===== src/rtl/assert_macros.svh =====
// assertion macros included by the top-level rtl file
`ifndef ASSERT_MACROS_SVH
`define ASSERT_MACROS_SVH

// checked only while out of reset
`define ASSERT_CLK(lbl, clk, rst_n, prop, msg) \
    lbl: assert property (@(posedge clk) disable iff (!rst_n) prop) else $error(msg);

// checked on every edge, reset included
`define ASSERT_ALWAYS(lbl, clk, prop, msg) \
    lbl: assert property (@(posedge clk) prop) else $error(msg);

`endif


===== src/rtl/bia_pkg.sv =====
// shared constants, payload types and control structs of the identifier allocator
package bia_pkg;

    localparam int POOL_SIZE  = 8192;
    localparam int ID_W       = 17;
    localparam int ID_SPAN    = 1 << ID_W;
    localparam logic [ID_W-1:0] BASE_RESET = ID_W'(60000);

    localparam int WORD_W     = (POOL_SIZE < 32) ? POOL_SIZE : 32;
    localparam int NUM_WORDS  = (POOL_SIZE + WORD_W - 1) / WORD_W;
    localparam int IDX_W      = $clog2(POOL_SIZE);
    localparam int BIT_W      = $clog2(WORD_W);
    localparam int WA_W       = (NUM_WORDS > 1) ? $clog2(NUM_WORDS) : 1;
    localparam int VC_W       = $clog2(NUM_WORDS + 1);
    localparam int LIM_W      = IDX_W + 1;

    localparam logic [1:0] ST_DONE      = 2'd0;
    localparam logic [1:0] ST_RANGE     = 2'd1;
    localparam logic [1:0] ST_EXHAUSTED = 2'd2;

    localparam logic FUNC_MARK  = 1'b0;
    localparam logic FUNC_ALLOC = 1'b1;

    typedef struct packed {
        logic            func;
        logic [ID_W-1:0] id_value;
    } req_t;

    typedef struct packed {
        logic [ID_W-1:0] id_out;
        logic [1:0]      status;
    } rsp_t;

    typedef struct packed {
        logic accept;
        logic mem_rd;
        logic mark_commit;
        logic scan_commit;
        logic exhaust_commit;
        logic scan_next;
    } ctrl_cmd_t;

    typedef struct packed {
        logic found;
        logic last_visit;
    } dp_sts_t;

endpackage


===== src/rtl/bia_ctrl.sv =====
// sequencer for mark and allocate requests and the result register valid
module bia_ctrl import bia_pkg::*; (
    input  logic       aclk,
    input  logic       aresetn,
    input  logic       s_valid,
    input  logic       s_func,
    output logic       s_ready,
    output logic       m_valid,
    input  logic       m_ready,
    input  dp_sts_t    sts,
    output ctrl_cmd_t  cmd
);

    localparam logic [2:0] S_IDLE     = 3'd0;
    localparam logic [2:0] S_MARK_RD  = 3'd1;
    localparam logic [2:0] S_MARK_WR  = 3'd2;
    localparam logic [2:0] S_SCAN_RD  = 3'd3;
    localparam logic [2:0] S_SCAN_CHK = 3'd4;

    logic [2:0] state_reg, state_next;
    logic       m_valid_reg, m_valid_next;
    logic       slot_free;
    logic       load;

    assign slot_free = !m_valid_reg || m_ready;

    always_comb begin
        state_next = state_reg;
        cmd        = '0;
        case (state_reg)
            S_IDLE: begin
                if (s_valid) begin
                    cmd.accept = 1'b1;
                    state_next = (s_func == FUNC_ALLOC) ? S_SCAN_RD : S_MARK_RD;
                end
            end
            S_MARK_RD: begin
                cmd.mem_rd = 1'b1;
                state_next = S_MARK_WR;
            end
            S_MARK_WR: begin
                if (slot_free) begin
                    cmd.mark_commit = 1'b1;
                    state_next      = S_IDLE;
                end
            end
            S_SCAN_RD: begin
                cmd.mem_rd = 1'b1;
                state_next = S_SCAN_CHK;
            end
            S_SCAN_CHK: begin
                if (sts.found) begin
                    if (slot_free) begin
                        cmd.scan_commit = 1'b1;
                        state_next      = S_IDLE;
                    end
                end else if (sts.last_visit) begin
                    if (slot_free) begin
                        cmd.exhaust_commit = 1'b1;
                        state_next         = S_IDLE;
                    end
                end else begin
                    cmd.scan_next = 1'b1;
                    state_next    = S_SCAN_RD;
                end
            end
            default: begin
                state_next = S_IDLE;
            end
        endcase
    end

    assign load = cmd.mark_commit || cmd.scan_commit || cmd.exhaust_commit;

    always_comb begin
        m_valid_next = m_valid_reg;
        if (load) begin
            m_valid_next = 1'b1;
        end else if (m_ready) begin
            m_valid_next = 1'b0;
        end
    end

    always_ff @(posedge aclk) begin
        if (!aresetn) begin
            state_reg   <= S_IDLE;
            m_valid_reg <= 1'b0;
        end else begin
            state_reg   <= state_next;
            m_valid_reg <= m_valid_next;
        end
    end

    assign s_ready = (state_reg == S_IDLE);
    assign m_valid = m_valid_reg;

endmodule


===== config.mk =====
export PLATFORM = sky130hd
export DESIGN_NAME = bia_ctrl
export DESIGN_NICKNAME = d
export VERILOG_FILES = /design/src/rtl/assert_macros.svh /design/src/rtl/bia_pkg.sv /design/src/rtl/bia_ctrl.sv
export SDC_FILE = /design/constraint.sdc
export NUM_CORES = 1
export LEC_CHECK = 0
export BUFFER_PORTS_ARGS = -buffer_cell sky130_fd_sc_hd__buf_2
export CORE_AREA = 5 5 42 44
export CTS_BUF_LIST = sky130_fd_sc_hd__clkbuf_4
export DETAILED_ROUTE_END_ITERATION = 8
export DIE_AREA = 0 0 47 49
export HOLD_SLACK_MARGIN = 0.05
export PLACE_DENSITY_LB_ADDON = 0.15
export SLEW_MARGIN = 20
export SYNTH_ARGS = -nofsm -noshare
export SYNTH_HDL_FRONTEND = slang
export SYNTH_SLANG_ARGS = --single-unit
export TNS_END_PERCENT = 1

===== constraint.sdc =====
create_clock -name aclk -period 1 [get_ports aclk]
set_input_delay 0.1 -clock aclk [delete_from_list [all_inputs] [get_ports aclk]]
set_output_delay 0.1 -clock aclk [all_outputs]
set_load 0.01 [all_outputs]

==> impl_metrics.csv <==
group,metric,value,unit
routing,wl,774,µm
cts,cts_tree,"done",
global_route,overflow,0,
global_route,grt_use_total,0.0754,
worst_setup_path,crit_cells,4,
floorplan,die_w,47,µm
cts,htree_levels,1,
cells_and_area,nNetsFinal,68,
routing,via_per_inst,4.40,
timing,drv_slew,0,
logic_synthesis,synth.distinct_cells,23,
job,cap_violations,0,
cells_and_area,layout-drive-gt1-share,0.661,
pwr,ir_worst_vdd,0.000626,V
timing,tightest_slew,0.293,ns
logic_synthesis,synth_top_family_by_area,"simple AND/OR/NAND/NOR gates",
floorplan,chipHeight,49,µm
placed_design,place_area,422,µm²
logic_synthesis,synthesis.area,280,µm²
logic_synthesis,syn_avg_cell_area,8.49,µm²
routing,detail_route.first_pass.iterations,2,
pwr,power_density,1230,nW/µm²
global_route,grt_first_pass_wirelength,1270,µm
cts,holdBufCountCts,0,
worst_setup_path,cp.required,0.90,ns
logic_synthesis,synth_top_area_share,0.286,
floorplan,io_pins,15,
worst_setup_path,worst_path_max_delay_cell,"dfxtp_2",
cts,clk_pin_slew,0.04,ns
timing,hold_viol,0,
timing,setup_viol,11,
cells_and_area,diodes,0,
logic_synthesis,synthMuxAreaShare,0,
worst_setup_path,start_kind,"flop",
cts,clkLatencyLatePin,0.23,ns
timing,fin_ws,-0.244,ns
worst_setup_path,cp-end-kind,"primary output",
logic_synthesis,synth_edf_count,0,
logic_synthesis,synth_most_common_cell,"dfxtp_1",
logic_synthesis,synthAdderAreaFrac,0,
worst_setup_path,critPathMaxStageDelay,0.33,ns
worst_setup_path,crit_chain,"buf_4, nor3_2, and2_1, buf_2",
global_route,antenna_found_initial,0,
timing,skew,0.00174,ns
cells_and_area,largest_reg_flops,3,
logic_synthesis,yosys-top-cells-area,"dfxtp_1 29%, o31ai_4 7.6%, o41ai_2 5.8%",
worst_setup_path,cp_top_family,"flip-flops",
routing,dr_total_vias,330,
placed_design,port_buffers,14,
worst_setup_path,crit_buf_inv,2,
run_status,status,"complete, but fails checks",
logic_synthesis,synth-seq-cells,4,
worst_setup_path,worstRegToRegCells,4,
cts,cts_made_buffers,3,
logic_synthesis,syn_inst,33,
logic_synthesis,yosys.area_share.simple,0.317,
pwr,p_leak,0.234,nW
logic_synthesis,async_flop_share,0,
worst_setup_path,path_class,"reg -> out",
cts,cts_buffer_depth,2,
run_status,violations,"negative setup slack",
logic_synthesis,synth_compound_area_frac,0.304,
floorplan,rows,14,
timing,finalCritPeriodShare,1.24,
logic_synthesis,seq_area_frac_synth,0.286,
placed_design,place.detailed.hpwl,611,µm
timing,max_freq,804,MHz
cts,cts_sinks,4,
logic_synthesis,synth_area_leader_cell,"dfxtp_1",
routing,drt-initial-drc-count,2,
worst_setup_path,worst_ep_arrival_time,1.14,ns
cells_and_area,stdcell_area,523,µm²
floorplan,initial_utilization,0.200,
timing,period_needed,1.24,ns
routing,post-route-drc-count,0,
cts,clock-root-buffer,"clkbuf_4",
cells_and_area,syn_to_final_growth,86.6,%
logic_synthesis,syn-num-nets,40,
timing,slew_headroom,0.804,
routing,wire_per_inst,10.3,µm
routing,antenna_left,0,
min_path,min_path_cells,3,
timing,rsz0062_at_grt,"true",
logic_synthesis,synth-xor-area-share,0,
timing,hold_slack,0.123,ns
global_route,grt_pass1_vias,325,
logic_synthesis,synth-main-ff-cell,"dfxtp_1",
placed_design,place_congestion,0.704,
min_path,min_path_type,"in -> reg",
logic_synthesis,synth_common_cells,"4 x dfxtp_1, 3 x nor2_1",
logic_synthesis,yosys_warnings,0,
global_route,grt_max_degree,8,
floorplan,core,1400,µm²
worst_setup_path,worst-path-max-fanout,3,
floorplan,die_area,2300,µm²
==> final cells by class <==
class | instances | area (µm²)
Multi-Input combinational cell | 25 | 226
Clock buffer | 3 | 22.5
Timing Repair Buffer | 25 | 160
Inverter | 2 | 7.51
Sequential cell | 4 | 86.3
Tap cell | 16 | 20.0
Fill cell | 161 | 878
==> cells in the final DEF (no fill, tap or decap), types with 2 or more instances in the layout <==
cell | Yosys | routed
buf_2 | 0 | 14
buf_4 | 1 | 9
nor2_1 | 3 | 3
clkbuf_4 | 0 | 3
inv_1 | 2 | 2
a21oi_1 | 2 | 2
buf_6 | 1 | 2
dfxtp_2 | 0 | 2
==> power by group <==
| group | internal [W] | leakage, nW | total (W) | switching [W] |
|---|---|---|---|---|
| sequential | 0.000178 | 0.0343 | 0.000197 | 0.0000188 |
| combinational | 0.000134 | 0.186 | 0.000251 | 0.000116 |
| clock | 0.000134 | 0.0138 | 0.000194 | 0.0000604 |
==> layer usage <==
| metal | wire (µm) | vias to the layer above | track usage | part of all wire |
|---|---|---|---|---|
| li1 | - | 180 | - | - |
| met1 | 335 | 143 | 0.0837 | 0.43 |
| met2 | 387 | 7 | 0.115 | 0.50 |
| met3 | 50 | 0 | 0.0111 | 0.065 |
| met4 | 0 | 0 | 0.0691 | 0 |
| met5 | 0 | - | 0 | 0 |
==> worst min-delay path, delay by kind of cell <==
kind	cells	cell delay [ns]
AO/OA/AOI/OAI	2	0.10
buffers and inverters	1	0.12
==> logic make-up (layout without fill, tap and decap cells) <==
family / count (synthesis) / after routing
compound gates: 9 / 9
flops: 4 / 4
simple gates: 16 / 16
buf+inv: 4 / 30
==> repair_timing <==
item                                    4_1_cts  5_1_grt
resized for setup                             8        5
pin swaps                                     3        4
endpoints found under the setup margin       11       11
cloned                                        0        0
hold endpoints to repair                      0        0
buffers inserted                              2        2
==> stage by stage <==
stage	util	setup WS, ns	std cells	TNS (ns)	power (W)
floorplan	-	-0.0244	33	-0.0452	0.000306
global placement	0.301	-0.0805	68	-0.431	0.000386
detailed placement	0.301	-0.0877	68	-0.390	0.000383
CTS	0.341	-0.269	73	-1.72	0.000618
global route	0.373	-0.338	75	-2.23	0.000689
finish	0.373	-0.244	75	-1.51	0.000641
==> path summary, 6_finish.rpt <==
kind	startpoint	end	slack (ns)
worst max-delay path	state_reg[0]	cmd[5]	-0.24
worst min-delay path	aresetn	state_reg[1]	0.12
worst max register to register	state_reg[1]	state_reg[0]	-0.09
worst min register to register	state_reg[1]	state_reg[0]	0.47
No activity file was read; power rests on OpenSTA's default activity.
